--- src/sv/u8dec_pkg.sv ---
// ----------------------------------------------------------------------------
// u8dec_pkg
// Shared types and constants for the UTF-8 to UTF-32 decoder.
// ----------------------------------------------------------------------------
package u8dec_pkg;

    localparam int unsigned ByteW = 8;
    localparam int unsigned CpW   = 21;

    localparam logic [CpW-1:0] ReplChar = CpW'(24'h00FFFD);

    localparam logic [ByteW-1:0] ByteC0     = 8'hC0;
    localparam logic [ByteW-1:0] ByteC1     = 8'hC1;
    localparam logic [ByteW-1:0] MaskTop1   = 8'h80;
    localparam logic [ByteW-1:0] MaskTop2   = 8'hC0;
    localparam logic [ByteW-1:0] MaskTop3   = 8'hE0;
    localparam logic [ByteW-1:0] MaskTop4   = 8'hF0;
    localparam logic [ByteW-1:0] MaskTop5   = 8'hF8;
    localparam logic [ByteW-1:0] PfxCont    = 8'h80;
    localparam logic [ByteW-1:0] PfxLead2   = 8'hC0;
    localparam logic [ByteW-1:0] PfxLead3   = 8'hE0;
    localparam logic [ByteW-1:0] PfxLead4   = 8'hF0;
    localparam logic [ByteW-1:0] PayLead2   = 8'h1F;
    localparam logic [ByteW-1:0] PayLead3   = 8'h0F;
    localparam logic [ByteW-1:0] PayLead4   = 8'h07;
    localparam logic [ByteW-1:0] PayCont    = 8'h3F;

    // number of continuation bytes still expected
    typedef enum logic [1:0] {
        PH_START = 2'd0,
        PH_ONE   = 2'd1,
        PH_TWO   = 2'd2,
        PH_THREE = 2'd3
    } t_phase;

    typedef struct packed {
        logic [CpW-1:0] cp_word;
        logic           replaced;
    } t_result;

    typedef struct packed {
        logic           emit;
        t_result        res;
        t_phase         phase;
        logic [CpW-1:0] acc;
    } t_dec;

endpackage

--- src/sv/u8dec_if.sv ---
// ----------------------------------------------------------------------------
// u8dec_if
// Valid/ready channels: byte items in, code point items out.
// ----------------------------------------------------------------------------
interface u8dec_byte_if;
    logic                        valid;
    logic                        ready;
    logic [u8dec_pkg::ByteW-1:0] byte_in;

    modport source (output valid, output byte_in, input ready);
    modport sink   (input valid, input byte_in, output ready);
endinterface

interface u8dec_cp_if;
    logic                      valid;
    logic                      ready;
    logic [u8dec_pkg::CpW-1:0] cp_word;
    logic                      replaced;

    modport source (output valid, output cp_word, output replaced, input ready);
    modport sink   (input valid, input cp_word, input replaced, output ready);
endinterface

--- src/sv/u8dec_decode.sv ---
// ----------------------------------------------------------------------------
// u8dec_decode
// Next-state and result logic for one byte.
// ----------------------------------------------------------------------------
module u8dec_decode (
    input  logic [u8dec_pkg::ByteW-1:0] i_byte,
    input  u8dec_pkg::t_phase           i_phase,
    input  logic [u8dec_pkg::CpW-1:0]   i_acc,
    output u8dec_pkg::t_dec             o_dec
);

    logic                      is_cont;
    logic [u8dec_pkg::CpW-1:0] pay6;

    assign is_cont = (i_byte & u8dec_pkg::MaskTop2) == u8dec_pkg::PfxCont;
    assign pay6    = u8dec_pkg::CpW'(i_byte & u8dec_pkg::PayCont);

    always_comb begin
        o_dec.emit         = 1'b0;
        o_dec.res.cp_word  = u8dec_pkg::ReplChar;
        o_dec.res.replaced = 1'b1;
        o_dec.phase        = i_phase;
        o_dec.acc          = i_acc;
        unique case (i_phase)
            u8dec_pkg::PH_START: begin
                priority if (i_byte == u8dec_pkg::ByteC0 || i_byte == u8dec_pkg::ByteC1) begin
                    o_dec.emit = 1'b1;
                    o_dec.acc  = '0;
                end else if ((i_byte & u8dec_pkg::MaskTop1) == '0) begin
                    o_dec.emit         = 1'b1;
                    o_dec.res.cp_word  = u8dec_pkg::CpW'(i_byte);
                    o_dec.res.replaced = 1'b0;
                end else if (is_cont) begin
                    o_dec.emit = 1'b0;
                end else if ((i_byte & u8dec_pkg::MaskTop3) == u8dec_pkg::PfxLead2) begin
                    o_dec.acc   = u8dec_pkg::CpW'(i_byte & u8dec_pkg::PayLead2) << 6;
                    o_dec.phase = u8dec_pkg::PH_ONE;
                end else if ((i_byte & u8dec_pkg::MaskTop4) == u8dec_pkg::PfxLead3) begin
                    o_dec.acc   = u8dec_pkg::CpW'(i_byte & u8dec_pkg::PayLead3) << 12;
                    o_dec.phase = u8dec_pkg::PH_TWO;
                end else if ((i_byte & u8dec_pkg::MaskTop5) == u8dec_pkg::PfxLead4) begin
                    o_dec.acc   = u8dec_pkg::CpW'(i_byte & u8dec_pkg::PayLead4) << 18;
                    o_dec.phase = u8dec_pkg::PH_THREE;
                end else begin
                    o_dec.emit = 1'b1;
                    o_dec.acc  = '0;
                end
            end
            u8dec_pkg::PH_THREE, u8dec_pkg::PH_TWO: begin
                if (!is_cont) begin
                    o_dec.emit  = 1'b1;
                    o_dec.phase = u8dec_pkg::PH_START;
                    o_dec.acc   = '0;
                end else if (i_phase == u8dec_pkg::PH_THREE) begin
                    o_dec.acc   = i_acc | (pay6 << 12);
                    o_dec.phase = u8dec_pkg::PH_TWO;
                end else begin
                    o_dec.acc   = i_acc | (pay6 << 6);
                    o_dec.phase = u8dec_pkg::PH_ONE;
                end
            end
            u8dec_pkg::PH_ONE: begin
                o_dec.emit  = 1'b1;
                o_dec.phase = u8dec_pkg::PH_START;
                o_dec.acc   = '0;
                if (is_cont) begin
                    o_dec.res.cp_word  = i_acc | pay6;
                    o_dec.res.replaced = 1'b0;
                end
            end
            default: begin
                o_dec.phase = u8dec_pkg::PH_START;
            end
        endcase
    end

endmodule

--- src/sv/u8dec_out_reg.sv ---
// ----------------------------------------------------------------------------
// u8dec_out_reg
// Result register driving the output channel.
// ----------------------------------------------------------------------------
module u8dec_out_reg (
    input  logic              i_clk,
    input  logic              i_rst_n,
    input  logic              i_load,
    input  u8dec_pkg::t_result i_res,
    output logic              o_free,
    u8dec_cp_if.source        o_cp
);

    logic               r_valid;
    u8dec_pkg::t_result r_res;

    assign o_free = !r_valid || o_cp.ready;

    always_ff @(posedge i_clk) begin
        if (!i_rst_n) begin
            r_valid <= 1'b0;
        end else if (o_free) begin
            r_valid <= i_load;
        end
    end

    always_ff @(posedge i_clk) begin
        if (o_free && i_load) begin
            r_res <= i_res;
        end
    end

    assign o_cp.valid    = r_valid;
    assign o_cp.cp_word  = r_res.cp_word;
    assign o_cp.replaced = r_res.replaced;

endmodule

--- src/sv/utf8_to_utf32_decoder_core.sv ---
// ----------------------------------------------------------------------------
// utf8_to_utf32_decoder_core
// Decodes a UTF-8 byte stream into UTF-32 code points.
//
//   Channel   Dir  Payload                     Per item
//   i_byte    in   byte_in[7:0]                one UTF-8 byte
//   o_cp      out  cp_word[20:0], replaced     zero or one per byte
//
// One byte per cycle sustained while o_cp is not stalled. A byte accepted into
// the input register is decoded combinationally from it, and its result is
// loaded into the output register once that register is free, and offered there.
// Stray continuation bytes and lead/middle bytes produce no item. Reset returns
// the phase to start and clears both register valids. An output stall holds the
// input register, even for a byte with no item, and so backs up to i_byte.
// ----------------------------------------------------------------------------
module utf8_to_utf32_decoder_core (
    input  logic        i_clk,
    input  logic        i_rst_n,
    u8dec_byte_if.sink  i_byte,
    u8dec_cp_if.source  o_cp
);

    logic                        r_in_valid;
    logic [u8dec_pkg::ByteW-1:0] r_in_byte;
    u8dec_pkg::t_phase           r_phase;
    logic [u8dec_pkg::CpW-1:0]   r_acc;
    u8dec_pkg::t_dec             n_dec;
    logic                        out_free;
    logic                        advance;

    assign advance      = r_in_valid && out_free;
    assign i_byte.ready = !r_in_valid || out_free;

    always_ff @(posedge i_clk) begin
        if (!i_rst_n) begin
            r_in_valid <= 1'b0;
            r_phase    <= u8dec_pkg::PH_START;
            r_acc      <= '0;
        end else begin
            if (i_byte.ready) begin
                r_in_valid <= i_byte.valid;
            end
            if (advance) begin
                r_phase <= n_dec.phase;
                r_acc   <= n_dec.acc;
            end
        end
    end

    always_ff @(posedge i_clk) begin
        if (i_byte.ready && i_byte.valid) begin
            r_in_byte <= i_byte.byte_in;
        end
    end

    u8dec_decode u_decode (
        .i_byte  (r_in_byte),
        .i_phase (r_phase),
        .i_acc   (r_acc),
        .o_dec   (n_dec)
    );

    u8dec_out_reg u_out_reg (
        .i_clk   (i_clk),
        .i_rst_n (i_rst_n),
        .i_load  (advance && n_dec.emit),
        .i_res   (n_dec.res),
        .o_free  (out_free),
        .o_cp    (o_cp)
    );

endmodule
--- src/flat_wrapper.sv ---
// flat-port wrapper written by rule: the top's interface ports become plain ports
module utf8_to_utf32_decoder_core_flat 
  (i_clk, i_rst_n, i_byte_valid, i_byte_byte_in, i_byte_ready, o_cp_valid, o_cp_cp_word, o_cp_replaced, o_cp_ready);
  u8dec_byte_if i_byte_i ();
  u8dec_cp_if o_cp_i ();
  input  logic i_clk;
  input  logic i_rst_n;
  input wire logic [$bits(i_byte_i.valid)-1:0] i_byte_valid;
  input wire logic [$bits(i_byte_i.byte_in)-1:0] i_byte_byte_in;
  output wire logic [$bits(i_byte_i.ready)-1:0] i_byte_ready;
  output wire logic [$bits(o_cp_i.valid)-1:0] o_cp_valid;
  output wire logic [$bits(o_cp_i.cp_word)-1:0] o_cp_cp_word;
  output wire logic [$bits(o_cp_i.replaced)-1:0] o_cp_replaced;
  input wire logic [$bits(o_cp_i.ready)-1:0] o_cp_ready;
  assign i_byte_i.valid = i_byte_valid;
  assign i_byte_i.byte_in = i_byte_byte_in;
  assign i_byte_ready = i_byte_i.ready;
  assign o_cp_valid = o_cp_i.valid;
  assign o_cp_cp_word = o_cp_i.cp_word;
  assign o_cp_replaced = o_cp_i.replaced;
  assign o_cp_i.ready = o_cp_ready;
  utf8_to_utf32_decoder_core u_core (.i_clk(i_clk), .i_rst_n(i_rst_n), .i_byte(i_byte_i), .o_cp(o_cp_i));
endmodule
--- config.mk ---
export PLATFORM = sky130hd
export DESIGN_NAME = utf8_to_utf32_decoder_core_flat
export DESIGN_NICKNAME = d
export VERILOG_FILES = /design/src/sv/u8dec_pkg.sv /design/src/sv/u8dec_if.sv /design/src/sv/u8dec_decode.sv /design/src/sv/u8dec_out_reg.sv /design/src/sv/utf8_to_utf32_decoder_core.sv /design/src/flat_wrapper.sv
export SDC_FILE = /design/constraint.sdc
export NUM_CORES = 1
export LEC_CHECK = 0
export BUFFER_PORTS_ARGS = -buffer_cell sky130_fd_sc_hd__buf_2
export CAP_MARGIN = 20
export CORE_MARGIN = 2
export CORE_UTILIZATION = 52
export CTS_CLUSTER_SIZE = 40
export DETAILED_ROUTE_END_ITERATION = 10
export GPL_ROUTABILITY_DRIVEN = 0
export PLACE_DENSITY = 0.81
export SETUP_SLACK_MARGIN = 0.5
export SLEW_MARGIN = 10
export SYNTH_ARGS = -nofsm -noshare
export SYNTH_HDL_FRONTEND = slang
export SYNTH_SLANG_ARGS = --single-unit
export TNS_END_PERCENT = 10
--- constraint.sdc ---
create_clock -name i_clk -period 3.4 [get_ports i_clk]
set_input_delay 0 -clock i_clk [delete_from_list [all_inputs] [get_ports i_clk]]
set_output_delay 0 -clock i_clk [all_outputs]
set_load 0.01 [all_outputs]
# After elaboration in Yosys (flattened, before gate mapping)
# Cells that the tools add are included.
[totals]
out_inout_bits = 24
memories = 0
ff_bits = 55
ramBits = 0
latch_bits = 0
rom_bits = 0
[classes]
n_addsub = 0
bitwise_logic = 3
eq_ne = 15
multipliers = 0
n_mux = 22
n_reduce_logical = 14
n_shift = 0
magnitude_cmp = 0
div = 0
[op_table]
columns = ["cell", "n"]
rows = [
  ["23-bit 2-to-1 mux", 6],
  ["23-bit one-hot mux with 3 select lines", 1],
  ["22-bit one-hot mux with 2 select lines", 1],
  ["21-bit 2-to-1 mux", 2],
  ["22-bit 2-to-1 mux", 1],
  ["21-bit by 12-bit bitwise OR with 21-bit output", 1],
  ["21-bit by 18-bit bitwise OR with 21-bit output", 1],
  ["21-bit by 6-bit bitwise OR with 21-bit output", 1],
  ["19-bit 2-to-1 mux", 1],
  ["17-bit 2-to-1 mux", 1],
  ["8-bit == test, second input constant", 2],
  ["8-bit zero test", 1],
  ["1-bit 2-to-1 mux", 7],
  ["2-bit == test, second input constant", 3],
  ["2-bit inequality test, second input constant", 3],
  ["3-bit inequality test, second input constant", 2],
  ["5-bit == test, second input constant", 1],
  ["5-bit AND reduction", 1],
  ["4-bit == test, second input constant", 1],
  ["1-bit logical AND", 4],
  ["4-bit inequality test, second input constant", 1],
  ["3-bit == test, second input constant", 1],
  ["1-bit logical OR", 3],
  ["1-bit one-hot mux with 3 select lines", 1],
  ["6 further kinds", 7],
]

# Longest topological paths before layout
[logic_depth]
word_depth = 10
depth_mapped = 6
mapped_depth_nobuf = 4

# By module
# A second synthesis with hierarchy kept.
[hier_totals]
cells_unflattened = 270
area_unflattened_um2 = 2745.1
[modules_own_cells]
columns = ["mod", "n_inst", "area_each_um2", "cells_per_inst"]
rows = [
  ["utf8_to_utf32_decoder_core", 1, 1287.5, 120],
  ["u8dec_decode", 1, 739.5, 123],
  ["u8dec_out_reg", 1, 718.2, 27],
]

# Worst setup path after synthesis
# No wires, ideal clock.
[synth_path]
path_type = "flip-flop to flip-flop"
startpoint = "register u_core.r_in_byte[3] in the netlist's numbering"
endpoint = "register u_core.u_out_reg.r_res, in the netlist u_core.u_out_reg.o_cp.cp_word[0] (enable)"
path_slack_ns = 0.532
t_arrival_ns = 2.453
setup_ns = 0.415
required_time_ns = 2.985
synth_period_minus_slack_ns = 2.868
stages_incl_launch_ff = 5
cell_sequence = "edfxtp_1 -> or4_4 -> o21ai_0 -> o21ai_0 -> a31oi_1"
[synth_via]
elab_chain_len = 10
[synth_rtl]
columns = ["item", "line", "source"]
rows = [
  ["from (decl)", "utf8_to_utf32_decoder_core.sv:24", "logic [u8dec_pkg::ByteW-1:0] r_in_byte;"],
  ["from (signal assigned)", "utf8_to_utf32_decoder_core.sv:52", "r_in_byte <= i_byte.byte_in;"],
  ["5-bit == test", "u8dec_decode.sv:41", "end else if ((i_byte & u8dec_pkg::MaskTop5) == u8dec_pkg::PfxLead4) begin"],
  ["1-bit 2-to-1 mux", "u8dec_decode.sv:41", ""],
  ["1-bit 2-to-1 mux", "u8dec_decode.sv:38", "end else if ((i_byte & u8dec_pkg::MaskTop4) == u8dec_pkg::PfxLead3) begin"],
  ["1-bit 2-to-1 mux", "u8dec_decode.sv:35", "end else if ((i_byte & u8dec_pkg::MaskTop3) == u8dec_pkg::PfxLead2) begin"],
  ["1-bit 2-to-1 mux", "u8dec_decode.sv:33", "end else if (is_cont) begin"],
  ["1-bit 2-to-1 mux", "u8dec_decode.sv:29", "end else if ((i_byte & u8dec_pkg::MaskTop1) == '0) begin"],
  ["1-bit 2-to-1 mux *", "u8dec_decode.sv:26", "priority if (i_byte == u8dec_pkg::ByteC0 || i_byte == u8dec_pkg::ByteC1) begin"],
  ["1-bit one-hot mux with 3 select lines *", "u8dec_decode.sv:24", "unique case (i_phase)"],
  ["1-bit logical AND *", "utf8_to_utf32_decoder_core.sv:66", ".i_load (advance && n_dec.emit),"],
  ["1-bit logical AND *", "u8dec_out_reg.sv:28", "if (o_free && i_load) begin"],
  ["to (signal assigned)", "u8dec_out_reg.sv:29", "r_res <= i_res;"],
  ["to (decl)", "u8dec_out_reg.sv:15", "u8dec_pkg::t_result r_res;"],
]
# Every way passes the cells marked *; elsewhere a longest branch is shown, timed or not.
# A chain may end at the register's enable or synchronous reset.

# Worst setup path after layout
[layout_path]
startpoint = "register u_core.r_in_byte[3] in the netlist's numbering"
endpoint = "register u_core.u_out_reg.r_res, in the netlist u_core.u_out_reg.o_cp.cp_word[9] (enable)"
# The elaborated chain is that of the path after synthesis.

==> metrics.md <==
| Metric | Value |
|---|---|
| Final WS setup | 1.13 ns |
| DR top layer | met4 |
| Synth-to-Final Area Change | 19.0% |
| MaxCap Viol Count | 0 |
| Antenna viol nets, final | 0 |
| Nets@finish | 247 |
| Post-CTS Repair Setup Buffers | 0 |
| Tcrit/Tclk final | 66.9% |
| Metal3 WL | 380 um |
| CP Class | flip-flop to flip-flop |
| Initial DRC Count | 120 |
| Initial Util | 55.1% |
| Max transition margin | 55.5% |
| Syn Inst Count | 192 |
| Clk slew on worst S/H paths | 0.08 ns |
| Largest net degree at the start of global routing | 23 |
| Num Clock Sinks | 49 |
| Worst skew pair latency | 0.31 ns |
| Final Util | 65.6% |
| Final worst clock skew | 0.00823 ns |
| Worst setup EP type | flip-flop |
| N_diodes | 0 |
| Drt pass-1 iters | 5 |
| IO Pins | 36 |
| Critical Path RT | 3.39 ns |
| CP max FO | 22 |
| Minimum clock period | 2.27 ns |
| DP Worst Slack | 1.20 ns |
| Maximum buffer depth of the clock tree | 2 |
| Maximum vdd drop | 312 uV |
| M1 WL | 1680 um |
| CTS tree | built |
| Post-route cell area | 2450 um2 |
| RSZ-0062 raised after global routing | no |
| Die area | 4490 um2 |
| Total power draw | 1.10 mW |
| Post-DP HPWL | 2790 um |
| Layout cells sized above 1 | 22.9% |
| Yosys cell types | 36 |
| Setup crit start kind | flip-flop |
| Multi-input gate area | 731 um2 |
| Final Max Tran Viols | 0 |
| Final setup vio count | 0 |
| Number of global-route vias before repair | 1450 |
| Reg area | 1280 um2 |
| Number of H-tree levels | 2 |
| Sequential share of the synthesized area | 62.1% |
| Wire per inst | 14.6 um |
| WP data arrival | 2.26 ns |
| Max Fclk | 0.440 GHz |
| Drt drc | 0 |
| Gr ovfl total | 0 |
| Worst Tran Pin Value | 0.662 ns |
| Area of the core | 3740 um2 |
| Outcome | finished, final reports clean |
| First-pass GRT wire length | 6620 um |
| Die X-Extent | 67.0 um |
| Number of I/O port buffers | 35 |
| Chip height | 67.0 um |
| Fin Setup TNS | 0 ns |
| Final hold vios | 0 |
| Row cnt | 22 |
| PD cells | 449 nW/um2 |
| Routed wl met2 | 2000 um |
| HP Class | input port to flip-flop |
| Antenna violations before repair | 0 |
| TritonCTS Buffers | 5 |
| Mapped Nets | 204 |
| Post-Route WL | 4130 um |
| FF+latch count, synth | 49 |
| Overall Global Routing Usage | 20.2% |
| Placed cell area | 2280 um2 |
| Post-Syn Area per Cell | 10.7 um2 |
| Filler Cell Count | 297 |
| Leakage | 0.903 nW |
| Clk root buf | clkbuf_8 |
| Total number of vias | 1606 |
| Cell Area, Synth | 2060 um2 |
| Via density | 5.65 |
| Yosys Warn Count | 0 |
layout make-up:
class,instances,share of cell area [%]
inverters,4,0.612
multi-input cells,129,29.8
repair buffers,46,11.4
clock buffers,6,2.96
flip-flops and latches,49,52.2
well taps,48,2.45
clock inverters,2,0.612
metrics by stage:
step | hold WS (ns) | cells
2_1_floorplan | 0.0989 | 192
3_3_place_gp | 0.177 | 267
3_5_place_dp | 0.178 | 267
4_1_cts | 0.0130 | 284
5_1_grt | 0.0477 | 284
6_report | 0.0164 | 284
cell usage in the layout (no fill, tap or decap):
cell | synthesis | routed
clkbuf_1 | 6 | 1
dlygate4sd3_1 | 0 | 9
and2_1 | 6 | 6
a22o_1 | 2 | 2
nor4b_1 | 1 | 1
nor3b_1 | 2 | 2
o211ai_1 | 1 | 1
o21ai_0 | 8 | 8
a2111o_1 | 1 | 1
buf_4 | 0 | 2
nor4_2 | 1 | 1
a2bb2oi_1 | 1 | 1
or2_1 | 1 | 1
nand2b_1 | 3 | 3
nor3_1 | 1 | 1
inv_1 | 4 | 4
and3b_1 | 2 | 2
nand2_1 | 12 | 12
a21boi_1 | 1 | 1
a21oi_1 | 20 | 20
clkinvlp_4 | 0 | 2
o2bb2ai_1 | 2 | 2
or3_1 | 1 | 1
dfxtp_1 | 19 | 19
edfxtp_1 | 30 | 30
or2_2 | 6 | 6
nand4_1 | 6 | 6
nand3b_1 | 1 | 1
a311oi_2 | 1 | 1
buf_2 | 4 | 35
a41oi_1 | 1 | 1
a31oi_2 | 0 | 1
a211oi_1 | 7 | 7
nor4_1 | 1 | 1
nand3_1 | 4 | 4
nor2b_1 | 2 | 2
clkbuf_8 | 0 | 5
or4_4 | 1 | 1
and4b_1 | 1 | 1
nor2_1 | 31 | 31
sequential cells by signal, summed over array words and instances, names as in the netlist:
| signal | flops |
|---|---|
| u_core.r_acc | 15 |
| u_core.u_out_reg.o_cp.cp_word | 21 |
| u_core.r_phase | 2 |
| u_core.r_in_byte | 8 |
| u_core.u_out_reg.o_cp.valid | 1 |
| u_core.u_out_reg.o_cp.replaced | 1 |
| u_core.r_in_valid | 1 |
Yosys cell counts, drive strengths merged:
master / instances / area, um2
a31oi: 1 / 6.26
o2bb2ai: 2 / 17.5
and4b: 1 / 10.0
a2111o: 1 / 11.3
nor2b: 2 / 12.5
nand3: 4 / 20.0
nor4b: 1 / 8.76
a21oi: 20 / 100
or4: 1 / 11.3
clkbuf: 6 / 22.5
nor4: 2 / 18.8
dfxtp: 19 / 380
or2: 7 / 43.8
a22o: 2 / 17.5
edfxtp: 30 / 901
nand2b: 3 / 18.8
nand3b: 1 / 7.51
inv: 4 / 15.0
or3: 1 / 6.26
nor3b: 2 / 15.0
nor2: 31 / 116
and2: 6 / 37.5
buf: 4 / 20.0
a2bb2oi: 1 / 8.76
o21ai: 8 / 40.0
nand4: 6 / 37.5
o211ai: 1 / 7.51
a211oi: 7 / 52.6
nand2: 12 / 45.0
nor3: 1 / 5.00
and3b: 2 / 17.5
a41oi: 1 / 8.76
a21boi: 1 / 7.51
a311oi: 1 / 15.0
cell families (layout without fill, tap and decap cells):
kind of cell    count (synthesis)  count (layout)  synth area share [%]
simple gates                   83              83                  20.9
buf+inv                        14              58                  2.79
compound gates                 46              46                  14.2
flops                          49              49                  62.1
critical path, cell delays in order (launching register included):
cell      delay [ns]
edfxtp_1        0.52
or4_4           0.58
o21ai_0         0.19
o21ai_0         0.15
a31oi_2         0.21
buf_4           0.30
routing by layer:
| layer | vias up | global-route usage [%] |
|---|---|---|
| met5 | - | 0 |
| met4 | 0 | 7.91 |
| met3 | 6 | 5.74 |
| met2 | 78 | 32.5 |
| met1 | 739 | 25.8 |
| li1 | 783 | - |
path summary, 6_finish.rpt:
kind,to,depth (start not counted),startpoint,slack [ns]
setup / recovery,u_core.u_out_reg.o_cp.cp_word[9],5,u_core.r_in_byte[3],1.13
setup reg to reg,u_core.u_out_reg.o_cp.cp_word[9],5,u_core.r_in_byte[3],1.13
hold reg to reg,u_core.r_acc[18],2,u_core.r_acc[18],0.48
hold / removal,u_core.u_out_reg.o_cp.valid,3,i_rst_n,0.02
timing repair:
item	in CTS	in global routing
endpoints found under the hold margin	9	0
hold buffers	9	0
resized for setup	0	0
endpoints found under the setup margin	0	0
power by group:
part	switching, mW	total, mW	leakage (nW)	internal, mW
Combinational	0.0527	0.0922	0.428	0.0395
Sequential	0.0195	0.671	0.437	0.652
Clock	0.193	0.338	0.0374	0.145
Total	0.265	1.10	0.903	0.836
Power figures use the tool's default switching activity.
